$ cat config.mk
export PLATFORM = sky130hd
export DESIGN_NAME = triangle_span_rasterizer_unit
export DESIGN_NICKNAME = d
export VERILOG_FILES = /design/src/hw/rtl/tsr_pkg.sv /design/src/hw/rtl/tsr_divider.sv /design/src/hw/rtl/tsr_datapath.sv /design/src/hw/rtl/tsr_controller.sv /design/src/hw/rtl/triangle_span_rasterizer_unit.sv
export SDC_FILE = /design/constraint.sdc
export NUM_CORES = 1
export LEC_CHECK = 0
export BUFFER_PORTS_ARGS = -buffer_cell sky130_fd_sc_hd__buf_2
export CORE_UTILIZATION = 40
export CTS_CLUSTER_DIAMETER = 80
export DETAILED_ROUTE_END_ITERATION = 12
export GPL_ROUTABILITY_DRIVEN = 0
export GPL_TIMING_DRIVEN = 0
export PLACE_DENSITY = 0.64
export SETUP_SLACK_MARGIN = 0.02
export SYNTH_ARGS = -nofsm -noshare
export SYNTH_HDL_FRONTEND = slang
export SYNTH_SLANG_ARGS = --single-unit
$ cat constraint.sdc
create_clock -name clock -period 9.05 [get_ports clock]
set_clock_uncertainty 0.2 [all_clocks]
set_input_delay 0.905 -clock clock [delete_from_list [all_inputs] [get_ports clock]]
set_output_delay 0.905 -clock clock [all_outputs]
set_load 0.01 [all_outputs]
$ cat src/hw/rtl/tsr_pkg.sv
`timescale 1ns / 1ps
package tsr_pkg;
   localparam int TILE_HEIGHT_DEF = 64;
   localparam int X_BITS_DEF = 10;
   localparam int ROW_BITS = 6;
   localparam int COLOR_BITS = 8;

   typedef enum logic [6:0] {
      ST_IDLE  = 7'b0000001,
      ST_SORT  = 7'b0000010,
      ST_SETUP = 7'b0000100,
      ST_MUL   = 7'b0001000,
      ST_DIV   = 7'b0010000,
      ST_EMIT  = 7'b0100000,
      ST_NEXT  = 7'b1000000
   } ctl_state_type;

   // controller to datapath
   typedef struct packed {
      logic load;      // capture inputs
      logic sort;      // sort vertices, compute deltas
      logic setup;     // pick first row / half
      logic mul;       // form the two products
      logic div_start; // start both dividers
      logic emit;      // drive one result
      logic advance;   // step row / change half
   } dp_cmd_type;

   // datapath to controller
   typedef struct packed {
      logic flat;      // all rows equal
      logic div_done;
      logic done;      // no more rows after advance
   } dp_sts_type;
endpackage

$ cat src/hw/rtl/tsr_divider.sv
`timescale 1ns / 1ps
// Restoring signed division, one quotient bit per cycle, truncation toward zero.
module tsr_divider import tsr_pkg::*; #(
   parameter int N_BITS = 24,
   parameter int D_BITS = 7
) (
   input  logic                     clock,
   input  logic                     reset,
   input  logic                     start,
   input  logic signed [N_BITS-1:0] numer,
   input  logic        [D_BITS-1:0] denom,   // positive
   output logic signed [N_BITS-1:0] quot,
   output logic                     done
);
   localparam int CW = $clog2(N_BITS + 1);
   logic [N_BITS-1:0] q_ff, q_in;
   logic [D_BITS:0]   r_ff, r_in;
   logic [CW-1:0]     cnt_ff, cnt_in;
   logic              neg_ff, neg_in, busy_ff, busy_in, done_ff, done_in;
   logic [D_BITS:0]   trial;
   logic [D_BITS:0]   shifted;

   always_comb begin
      q_in = q_ff; r_in = r_ff; cnt_in = cnt_ff; neg_in = neg_ff;
      busy_in = busy_ff; done_in = 1'b0;
      shifted = {r_ff[D_BITS-1:0], q_ff[N_BITS-1]};
      trial = shifted - {1'b0, denom};
      if (start) begin
         neg_in = numer[N_BITS-1];
         q_in = numer[N_BITS-1] ? N_BITS'(-numer) : numer;
         r_in = '0;
         cnt_in = CW'(N_BITS);
         busy_in = 1'b1;
      end else if (busy_ff) begin
         if (!trial[D_BITS]) begin
            r_in = trial;
            q_in = {q_ff[N_BITS-2:0], 1'b1};
         end else begin
            r_in = shifted;
            q_in = {q_ff[N_BITS-2:0], 1'b0};
         end
         cnt_in = cnt_ff - 1'b1;
         if (cnt_ff == CW'(1)) begin
            busy_in = 1'b0;
            done_in = 1'b1;
         end
      end
   end

   always_ff @(posedge clock) begin
      q_ff <= q_in; r_ff <= r_in; cnt_ff <= cnt_in; neg_ff <= neg_in;
      if (reset) begin
         busy_ff <= 1'b0; done_ff <= 1'b0;
      end else begin
         busy_ff <= busy_in; done_ff <= done_in;
      end
   end

   assign quot = neg_ff ? -$signed(q_ff) : $signed(q_ff);
   assign done = done_ff;
endmodule

$ cat src/hw/rtl/tsr_datapath.sv
`timescale 1ns / 1ps
module tsr_datapath import tsr_pkg::*; #(
   parameter int TILE_HEIGHT = TILE_HEIGHT_DEF,
   parameter int X_BITS = X_BITS_DEF
) (
   input  logic                  clock,
   input  logic                  reset,
   input  dp_cmd_type            cmd,
   output dp_sts_type            sts,
   input  logic [X_BITS-1:0]     in_ax, in_bx, in_cx,
   input  logic [ROW_BITS-1:0]   in_ay, in_by, in_cy,
   input  logic [COLOR_BITS-1:0] in_color,
   output logic [ROW_BITS-1:0]   span_row,
   output logic [X_BITS-1:0]     span_left,
   output logic [X_BITS-1:0]     span_right,
   output logic                  draw,
   output logic [COLOR_BITS-1:0] span_color,
   output logic                  last
);
   localparam int DXW = X_BITS + 1;
   localparam int PW = DXW + ROW_BITS + 1;
   localparam logic [ROW_BITS-1:0] YMAX = ROW_BITS'(TILE_HEIGHT - 1);

   logic [X_BITS-1:0]     x_ff [3];
   logic [ROW_BITS-1:0]   y_ff [3];
   logic [COLOR_BITS-1:0] col_ff;
   logic signed [DXW-1:0] dxt_ff, dxl_ff, dxb_ff;
   logic [ROW_BITS-1:0]   dyt_ff, dyl_ff, dyb_ff;
   logic [ROW_BITS-1:0]   row_ff;
   logic                  lower_ff;
   logic signed [PW-1:0]  pa_ff, pb_ff;
   logic signed [PW-1:0]  qa, qb;
   logic                  da, db;
   logic [ROW_BITS-1:0]   c0, c1, c2;
   logic [X_BITS-1:0]     s0x, s1x, s2x;
   logic [ROW_BITS-1:0]   s0y, s1y, s2y;
   logic signed [DXW:0]   l, r;
   logic [ROW_BITS-1:0]   end_row;
   logic                  last_row;
   logic [ROW_BITS-1:0]   doff;
   logic signed [PW-1:0]  off0, off1, dxt_w, dxl_w, dxb_w;

   function automatic logic [ROW_BITS-1:0] clampy(input logic [ROW_BITS-1:0] v);
      return (v > YMAX) ? YMAX : v;
   endfunction

   assign c0 = clampy(in_ay);
   assign c1 = clampy(in_by);
   assign c2 = clampy(in_cy);

   // stable three-element sort network on captured vertices
   always_comb begin
      logic [X_BITS-1:0] tx;
      logic [ROW_BITS-1:0] ty;
      tx = '0; ty = '0;
      s0x = x_ff[0]; s0y = y_ff[0]; s1x = x_ff[1]; s1y = y_ff[1];
      s2x = x_ff[2]; s2y = y_ff[2];
      if (s0y > s1y) begin
         tx = s0x; ty = s0y; s0x = s1x; s0y = s1y; s1x = tx; s1y = ty;
      end
      if (s1y > s2y) begin
         tx = s1x; ty = s1y; s1x = s2x; s1y = s2y; s2x = tx; s2y = ty;
      end
      if (s0y > s1y) begin
         tx = s0x; ty = s0y; s0x = s1x; s0y = s1y; s1x = tx; s1y = ty;
      end
   end

   // full-width operands so the products cannot overflow
   assign off0  = $signed({{(PW-ROW_BITS){1'b0}}, row_ff - y_ff[0]});
   assign off1  = $signed({{(PW-ROW_BITS){1'b0}}, row_ff - y_ff[1]});
   assign dxt_w = $signed({{(PW-DXW){dxt_ff[DXW-1]}}, dxt_ff});
   assign dxl_w = $signed({{(PW-DXW){dxl_ff[DXW-1]}}, dxl_ff});
   assign dxb_w = $signed({{(PW-DXW){dxb_ff[DXW-1]}}, dxb_ff});

   always_ff @(posedge clock) begin
      if (cmd.load) begin
         x_ff[0] <= in_ax; x_ff[1] <= in_bx; x_ff[2] <= in_cx;
         y_ff[0] <= c0; y_ff[1] <= c1; y_ff[2] <= c2;
         col_ff <= in_color;
      end
      if (cmd.sort) begin
         x_ff[0] <= s0x; x_ff[1] <= s1x; x_ff[2] <= s2x;
         y_ff[0] <= s0y; y_ff[1] <= s1y; y_ff[2] <= s2y;
         dxt_ff <= $signed({1'b0, s1x}) - $signed({1'b0, s0x});
         dxl_ff <= $signed({1'b0, s2x}) - $signed({1'b0, s0x});
         dxb_ff <= $signed({1'b0, s2x}) - $signed({1'b0, s1x});
         dyt_ff <= s1y - s0y;
         dyl_ff <= s2y - s0y;
         dyb_ff <= s2y - s1y;
      end
      if (cmd.setup) begin
         lower_ff <= (dyt_ff == '0);
         row_ff <= (dyt_ff == '0) ? y_ff[1] : y_ff[0];
      end
      if (cmd.mul) begin
         if (lower_ff) begin
            pa_ff <= off0 * dxl_w;
            pb_ff <= off1 * dxb_w;
         end else begin
            pa_ff <= off0 * dxt_w;
            pb_ff <= off0 * dxl_w;
         end
      end
      if (cmd.advance) begin
         if (!lower_ff && row_ff + 1'b1 == y_ff[1]) begin
            lower_ff <= 1'b1;
            row_ff <= y_ff[1];
         end else begin
            row_ff <= row_ff + 1'b1;
         end
      end
   end

   assign doff = lower_ff ? dyb_ff : dyt_ff;

   tsr_divider #(.N_BITS(PW), .D_BITS(ROW_BITS)) u_div_a (
      .clock, .reset, .start(cmd.div_start), .numer(pa_ff),
      .denom(lower_ff ? dyl_ff : dyt_ff), .quot(qa), .done(da));
   tsr_divider #(.N_BITS(PW), .D_BITS(ROW_BITS)) u_div_b (
      .clock, .reset, .start(cmd.div_start), .numer(pb_ff),
      .denom(lower_ff ? doff : dyl_ff), .quot(qb), .done(db));

   // lower half: a is long edge from v0, b is bottom edge from v1
   assign l = $signed({2'b0, x_ff[0]}) + (DXW+1)'(qa);
   assign r = $signed({2'b0, lower_ff ? x_ff[1] : x_ff[0]}) + (DXW+1)'(qb);

   assign end_row = lower_ff ? y_ff[2] : y_ff[1] - 1'b1;
   assign last_row = (row_ff == end_row) && (lower_ff || dyb_ff == '0);

   assign sts.flat = (y_ff[0] == y_ff[2]);
   assign sts.div_done = da & db;
   assign sts.done = last_row;

   always_comb begin
      if (sts.flat) begin
         span_row = y_ff[0]; span_left = '0; span_right = '0; draw = 1'b0;
         last = 1'b1;
      end else begin
         span_row = row_ff;
         span_left = (l < r) ? X_BITS'(l) : X_BITS'(r);
         span_right = (l < r) ? X_BITS'(r) : X_BITS'(l);
         draw = (l != r);
         last = last_row;
      end
   end
   assign span_color = col_ff;
endmodule

$ cat src/hw/rtl/tsr_controller.sv
`timescale 1ns / 1ps
module tsr_controller import tsr_pkg::*; (
   input  logic       clock,
   input  logic       reset,
   input  logic       start,
   output logic       busy,
   output logic       strobe,
   output dp_cmd_type cmd,
   input  dp_sts_type sts
);
   ctl_state_type state_ff, state_in;

   always_comb begin
      state_in = state_ff;
      cmd = '0;
      unique case (state_ff)
         ST_IDLE: if (start) begin
            cmd.load = 1'b1; state_in = ST_SORT;
         end
         ST_SORT: begin
            cmd.sort = 1'b1; state_in = ST_SETUP;
         end
         ST_SETUP: begin
            cmd.setup = 1'b1;
            state_in = sts.flat ? ST_EMIT : ST_MUL;
         end
         ST_MUL: begin
            cmd.mul = 1'b1; state_in = ST_DIV;
         end
         ST_DIV: begin
            cmd.div_start = 1'b1; state_in = ST_NEXT;
         end
         ST_NEXT: if (sts.div_done) state_in = ST_EMIT;
         ST_EMIT: begin
            cmd.emit = 1'b1;
            if (sts.flat || sts.done) state_in = ST_IDLE;
            else begin
               cmd.advance = 1'b1; state_in = ST_MUL;
            end
         end
         default: state_in = ST_IDLE;
      endcase
   end

   always_ff @(posedge clock) begin
      if (reset) state_ff <= ST_IDLE;
      else state_ff <= state_in;
   end

   assign busy = (state_ff != ST_IDLE);
   assign strobe = (state_ff == ST_EMIT);

`ifndef NO_ASSERTIONS
   a_emit_from_wait: assert property (@(posedge clock) disable iff (reset)
      strobe |-> $past(state_ff == ST_NEXT) || $past(state_ff == ST_SETUP))
      else $error("emit without computation");
   a_idle_after_load: assert property (@(posedge clock) disable iff (reset)
      (state_ff == ST_IDLE && start) |=> state_ff == ST_SORT)
      else $error("load not followed by sort");
   a_mul_div: assert property (@(posedge clock) disable iff (reset)
      cmd.mul |=> cmd.div_start)
      else $error("divide not started after multiply");
`endif
endmodule

$ cat src/hw/rtl/triangle_span_rasterizer_unit.sv
`timescale 1ns / 1ps
// Channel | Direction | Handshake          | Payload
// req_    | in        | start & !busy      | three vertices, fill color
// rsp_    | out       | rsp_strobe, 1 cyc  | row, left, right, draw, color, last
//
// After sort and setup, each scanline forms two products, runs the two parallel serial
// dividers (PW = X_BITS+8 bits wide) and emits one result once both are done.
// Flat triangles skip the multiply and divide and give their one result after setup.
// Reset: synchronous, active high; clears the controller and the divider flags.
// Stalls: none; the receiver takes every strobed result.
module triangle_span_rasterizer_unit import tsr_pkg::*; #(
   parameter int TILE_HEIGHT = TILE_HEIGHT_DEF,
   parameter int X_BITS = X_BITS_DEF
) (
   input  logic                  clock,
   input  logic                  reset,
   input  logic                  start,
   output logic                  busy,
   input  logic [X_BITS-1:0]     req_vertex_a_x,
   input  logic [ROW_BITS-1:0]   req_vertex_a_y,
   input  logic [X_BITS-1:0]     req_vertex_b_x,
   input  logic [ROW_BITS-1:0]   req_vertex_b_y,
   input  logic [X_BITS-1:0]     req_vertex_c_x,
   input  logic [ROW_BITS-1:0]   req_vertex_c_y,
   input  logic [COLOR_BITS-1:0] req_fill_color,
   output logic                  rsp_strobe,
   output logic [ROW_BITS-1:0]   rsp_span_row,
   output logic [X_BITS-1:0]     rsp_span_left,
   output logic [X_BITS-1:0]     rsp_span_right,
   output logic                  rsp_draw,
   output logic [COLOR_BITS-1:0] rsp_span_color,
   output logic                  rsp_last
);
   dp_cmd_type cmd;
   dp_sts_type sts;

   // sequence one triangle at a time
   tsr_controller u_ctl (
      .clock, .reset, .start, .busy, .strobe(rsp_strobe), .cmd, .sts);

   // sort, interpolate and form spans
   tsr_datapath #(.TILE_HEIGHT(TILE_HEIGHT), .X_BITS(X_BITS)) u_dp (
      .clock, .reset, .cmd, .sts,
      .in_ax(req_vertex_a_x), .in_bx(req_vertex_b_x), .in_cx(req_vertex_c_x),
      .in_ay(req_vertex_a_y), .in_by(req_vertex_b_y), .in_cy(req_vertex_c_y),
      .in_color(req_fill_color),
      .span_row(rsp_span_row), .span_left(rsp_span_left),
      .span_right(rsp_span_right), .draw(rsp_draw),
      .span_color(rsp_span_color), .last(rsp_last));
endmodule
# Word level (Yosys, flattened, before mapping)
# Memories as Yosys holds them, arrays and structs flattened.
# Index checks and enable logic that the tools add are counted.
dict set report totals {
  reg_bits 173
  memories 2
  output_inout_bits 38
  input_bits 59
  ram_bits 48
}
dict set report op_classes {
  order_cmp 7
  bitwise 9
  n_mul 3
  reduce_logical 13
  muxes 78
  eq_ne 16
  add_sub_neg 20
}
# memory words width read_ports rd_ports_with_merged_regs write_ports line
set memory_table {}
lappend memory_table {u_dp.x_ff 3 10 3 0 3 tsr_datapath.sv:24} ;# logic [X_BITS-1:0] x_ff [3];
lappend memory_table {u_dp.y_ff 3 6 3 0 3 tsr_datapath.sv:25} ;# logic [ROW_BITS-1:0] y_ff [3];
# op count
set ops {}
lappend ops {{18-bit two-way mux} 8}
lappend ops {{10-bit two-way mux} 14}
lappend ops {{6-bit two-way mux} 23}
lappend ops {{7-bit by 11-bit multiplier with 18-bit output} 3}
lappend ops {{7-bit case mux with 7 select lines} 1}
lappend ops {{18-bit negator} 2}
lappend ops {{10-bit by 10-bit subtractor with 11-bit output} 3}
lappend ops {{6-bit subtractor} 5}
lappend ops {{1-bit two-way mux} 27}
lappend ops {{11-bit by 12-bit adder with 12-bit output} 2}
lappend ops {{12-bit two-way mux} 2}
lappend ops {{12-bit negator} 2}
lappend ops {{6-bit == test} 3}
lappend ops {{6-bit > comparator} 3}
lappend ops {{6-bit > comparator, second input constant} 3}
lappend ops {{7-bit two-way mux} 2}
lappend ops {{7-bit by 6-bit subtractor with 7-bit output} 2}
lappend ops {{6-bit logical NOT} 2}
lappend ops {{12-bit < comparator} 1}
lappend ops {{12-bit != test} 1}
lappend ops {{5-bit by 1-bit == test with 1-bit output, second input constant} 2}
lappend ops {{5-bit by 1-bit subtractor with 5-bit output, second input constant} 2}
lappend ops {{7-bit by 1-bit == test with 1-bit output, second input constant} 1}
lappend ops {{7-bit by 2-bit == test with 1-bit output, second input constant} 1}
lappend ops {{other kinds (19)} 31}

# Longest topological paths before layout
# An unclocked memory read counts as a cell.
dict set report logic_depth {
  word_depth 9
  depth_mapped 43
  ltp_nobuf 32
}

# Hierarchy
# From an unflattened synthesis, not the netlist that was laid out.
dict set report hier_totals {
  hier_cells 2687
  hier_area_um2 24457.2
}
# mod instances seq_area_each_um2 cells_each area_each_um2
set by_module_without_submodules {}
lappend by_module_without_submodules {tsr_datapath 1 4494.3 2101 19326.0}
lappend by_module_without_submodules {{tsr_divider (u_dp.u_div_b)} 1 830.8 265 2351.0}
lappend by_module_without_submodules {{tsr_divider (u_dp.u_div_a)} 1 830.8 261 2292.2}
lappend by_module_without_submodules {tsr_controller 1 140.1 60 488.0}

# Worst setup path before layout
# No wires, ideal clock.
dict set report synth_path {
  path_kind {reg2reg}
  startpoint {memory u_dp.y_ff[1][2] (netlist: u_dp.y_ff[0][8])}
  endpoint {register u_dp.dxl_ff[6] (data pin)}
  path_stages_with_launch 40
  path_slack_ns 1.402
  t_arrival_ns 7.186
  n_path_buf 10
  cell_sequence {edfxtp_1 > clkbuf_1 > inv_1 > ha_1 > and4_1 > and3_1 > a31oi_2 > buf_6 > buf_4 > buf_2 > buf_2 > nor2_1 > a21oi_1 > inv_1 > ha_1 > a21boi_1 > o31ai_2 > buf_4 > [... 4 more ...] > nand2_1 > o21ai_0 > ha_1 > nand3_1 > a21o_1 > a21oi_4 > nor2_2 > nor2_2 > o22ai_1 > a21oi_1 > ha_1 > inv_1 > ha_1 > a211o_1 > maj3_1 > o21bai_1 > a21oi_1 > xor2_1}
}
# item line
set synth_lines {}
lappend synth_lines {{from (decl)} tsr_datapath.sv:25}
lappend synth_lines {{to (signal assigned)} tsr_datapath.sv:86} ;# dxl_ff <= $signed({1'b0, s2x}) - $signed({1'b0, s0x});
lappend synth_lines {{to (decl)} tsr_datapath.sv:27} ;# logic signed [DXW-1:0] dxt_ff, dxl_ff, dxb_ff;

==> flow_metrics.py <==
metrics = {
    "outcome": {
        "outcome": "finished clean",
    },
    "cells_and_area": {
        "antenna_cells": 0,
        "drive_gt1_frac": 0.100,
        "fin_cells": 3562,
        "area_growth_pct": 11.3,
        "nets": 3206,
    },
    "routing": {
        "drt_wl_total_mm": 70.8,
        "ant_nets": 0,
        "drc": 0,
        "drtIter0Drc": 1884,
        "vias": 19734,
        "vias_per_cell": 5.54,
        "wire_per_inst_um": 19.9,
        "first_pass_iters": 6,
    },
    "synthesis": {
        "synth_area_um2": 23800,
        "syn_nets": 3055,
        "synth_seq_cells": 221,
        "synth-edff-count": 187,
        "synthAdderAreaFrac": 0.244,
        "yosysUniqueCellTypes": 85,
        "ys_warn_count": 0,
        "yosys.area_share.simple": 0.153,
        "seq_area_frac_synth": 0.265,
        "synth-xor-area-share": 0.0796,
        "netlist_top_cells_area": "edfxtp_1 (24%), fa_1 (13%), ha_1 (12%)",
        "synth_compound_area_frac": 0.143,
        "syn_avg_cell_area_um2": 9.05,
        "synth_top_area_frac": 0.236,
        "syn-instance-count": 2626,
        "yosysMostFrequentCell": "inv_1",
        "synth_common_cells": "inv_1 (341), nand2_1 (279), ha_1 (221), edfxtp_1 (187), o21ai_0 (170)",
        "synth_top_family_by_area": "adder cells",
        "ys_async_sr_fraction": 0,
        "ys.flop_type": "edfxtp_1",
        "synthMuxAreaShare": 0.0442,
        "yosys.area.top_type": "edfxtp_1",
    },
    "setup_path": {
        "cp_max_fo": 10,
        "cpMostUsedCell": "ha_1",
        "crit_slowest_cell": "edfxtp_1",
        "crit_type": "register to register",
        "startpoint_type": "register",
        "cp_data_arrival_time_ps": 8840,
        "endpoint_kind": "register",
        "critPathRequiredTime_ps": 9120,
        "slowest_delay_ps": 540,
        "worstSetupStartpoint": "u_dp.y_ff[0][3]",
        "rr_startpoint": "u_dp.y_ff[0][3]",
    },
    "timing": {
        "tightest_slew_ps": 1220,
        "min_period_ps": 8770,
        "slew-limit-headroom": 0.178,
        "hold_viol": 0,
        "timing.final.crit_share": 0.970,
        "fmax_mhz": 114,
        "final_max_slew_viol_count": 0,
        "setup_violations": 0,
    },
    "global_route": {
        "grt_overflow": 0,
        "grt_pass1_wl_mm": 109,
        "grtUsageTotal": 0.232,
        "grt_max_degree": 42,
        "first_global_vias": 19519,
        "antenna_found_initial": 3,
    },
    "floorplan": {
        "initial_core_util": 0.408,
        "num_io_pins": 97,
        "dieArea_um2": 60400,
        "die_h_um": 246,
        "core_um2": 58200,
        "die_w_um": 246,
        "rows": 88,
    },
    "placement": {
        "post-dp-hpwl_mm": 57.7,
        "dp.cells": 3492,
        "io_buffers": 95,
    },
    "worst_hold_path": {
        "min-delay-start": "u_dp.u_div_a.cnt_ff[4]",
        "hold_class": "register to register",
    },
    "pwr": {
        "power_density_nw_per_um2": 417,
        "finalPower_w": 0.0110,
        "ir_drop_uv": 275,
        "leakagePower_nw": 11.9,
    },
    "clocking": {
        "clk_latency_ps": 560,
        "cts_root_buf": "clkbuf_16",
        "cts.clk_slew.worst_paths_ps": 60,
        "clock_sinks": 221,
        "htreeDepth": 1,
        "cts.path.max_buffers": 3,
        "cts_buffers": 27,
        "cts_tree": "done",
    },
    "job": {
        "cap_violations": 0,
    },
}
==> cell type report <==
cell class | instances | area [um2]
clock inverters | 19 | 180
multi-input cells | 1969 | 15900
fillers | 5526 | 31800
repair buffers | 123 | 714
plain buffers | 92 | 443
flip-flops and latches | 221 | 6300
clock buffers | 30 | 687
well taps | 765 | 957
inverters | 343 | 1290
==> critical path, delay by kind of cell, from the launching register on <==
kind / cells / cell delay [ps]
buffers and inverters: 10 / 2050
AO/OA/AOI/OAI: 10 / 2400
XOR/XNOR: 1 / 200
flip-flops: 1 / 540
AND/OR/NAND/NOR: 11 / 1840
adder cells (fa/ha/maj): 4 / 1190
==> registers in the layout (all words and copies together), names as in the netlist, 11 cells and up <==
signal             flops
u_dp.x_ff             30
u_dp.dxl_ff           11
u_dp.y_ff             18
u_dp.u_div_a.q_ff     18
u_dp.pa_ff            18
u_dp.u_div_b.q_ff     18
u_dp.dxb_ff           11
u_dp.pb_ff            18
u_dp.dxt_ff           11
==> cells by family after synthesis <==
family | Yosys count
XOR/XNOR | 216
AND/OR/NAND/NOR | 752
adder cells (fa/ha/maj) | 374
flip-flops | 221
multiplexers | 100
buffers and inverters | 436
AO/OA/AOI/OAI | 527
==> power breakdown <==
part	internal, W	switching [W]
Sequential	0.00154	0.000108
Clock	0.000632	0.000445
Combinational	0.00335	0.00495
==> metal layers <==
layer  GRT usage  share of wire  vias up
li1            -              -     9222
met3      0.0435          0.085      163
met1       0.311           0.43     9517
met5           0              0        -
met4      0.0786          0.038        0
met2       0.373           0.44      832
==> worst paths after layout <==
check	endpoint	slack [ps]	cells after the start
worst max-delay path	u_dp.dxt_ff[9]	280	36
worst min-delay path	u_dp.u_div_a.cnt_ff[4]	300	2
worst max register to register	u_dp.dxt_ff[9]	280	36
worst min register to register	u_dp.u_div_a.cnt_ff[4]	300	2
==> layout by cell type (no fill, tap or decap), drive strengths merged, types with 12 or more instances in the layout <==
master / n
fa: 149
and3: 12
a21o: 42
xnor2: 133
o21bai: 27
o31ai: 24
or3: 18
dfxtp: 34
nor2b: 38
nand2b: 35
mux2: 39
mux2i: 61
inv: 345
a21oi: 128
clkbuf: 103
nor2: 157
ha: 221
nand2: 281
a211oi: 12
edfxtp: 187
xor2: 83
a221oi: 13
nand3: 23
clkinv: 12
o21ai: 178
nor3: 27
and2: 110
buf: 142
==> stage by stage <==
stage	cell area, um2	setup WS (ps)	hold WS [ps]	utilization	TNS (ps)
6_report	26500	276	305	0.454	0
3_5_place_dp	25300	-772	289	0.434	-13990
2_1_floorplan	23800	1400	266	-	0
4_1_cts	26300	50.2	304	0.451	0
3_3_place_gp	25200	-697	284	0.433	-10700
5_1_grt	26500	-1.13	309	0.454	-1.13
==> timing repair <==
| item | CTS | global route |
|---|---|---|
| gates resized for setup | 17 | 19 |
| gates cloned | 0 | 0 |
| endpoints found under the setup margin | 34 | 32 |
| setup buffers | 5 | 17 |
| hold buffers | 0 | 0 |
| endpoints found under the hold margin | 0 | 0 |
| pin swaps | 1 | 5 |
Power figures use the tool's default switching activity.
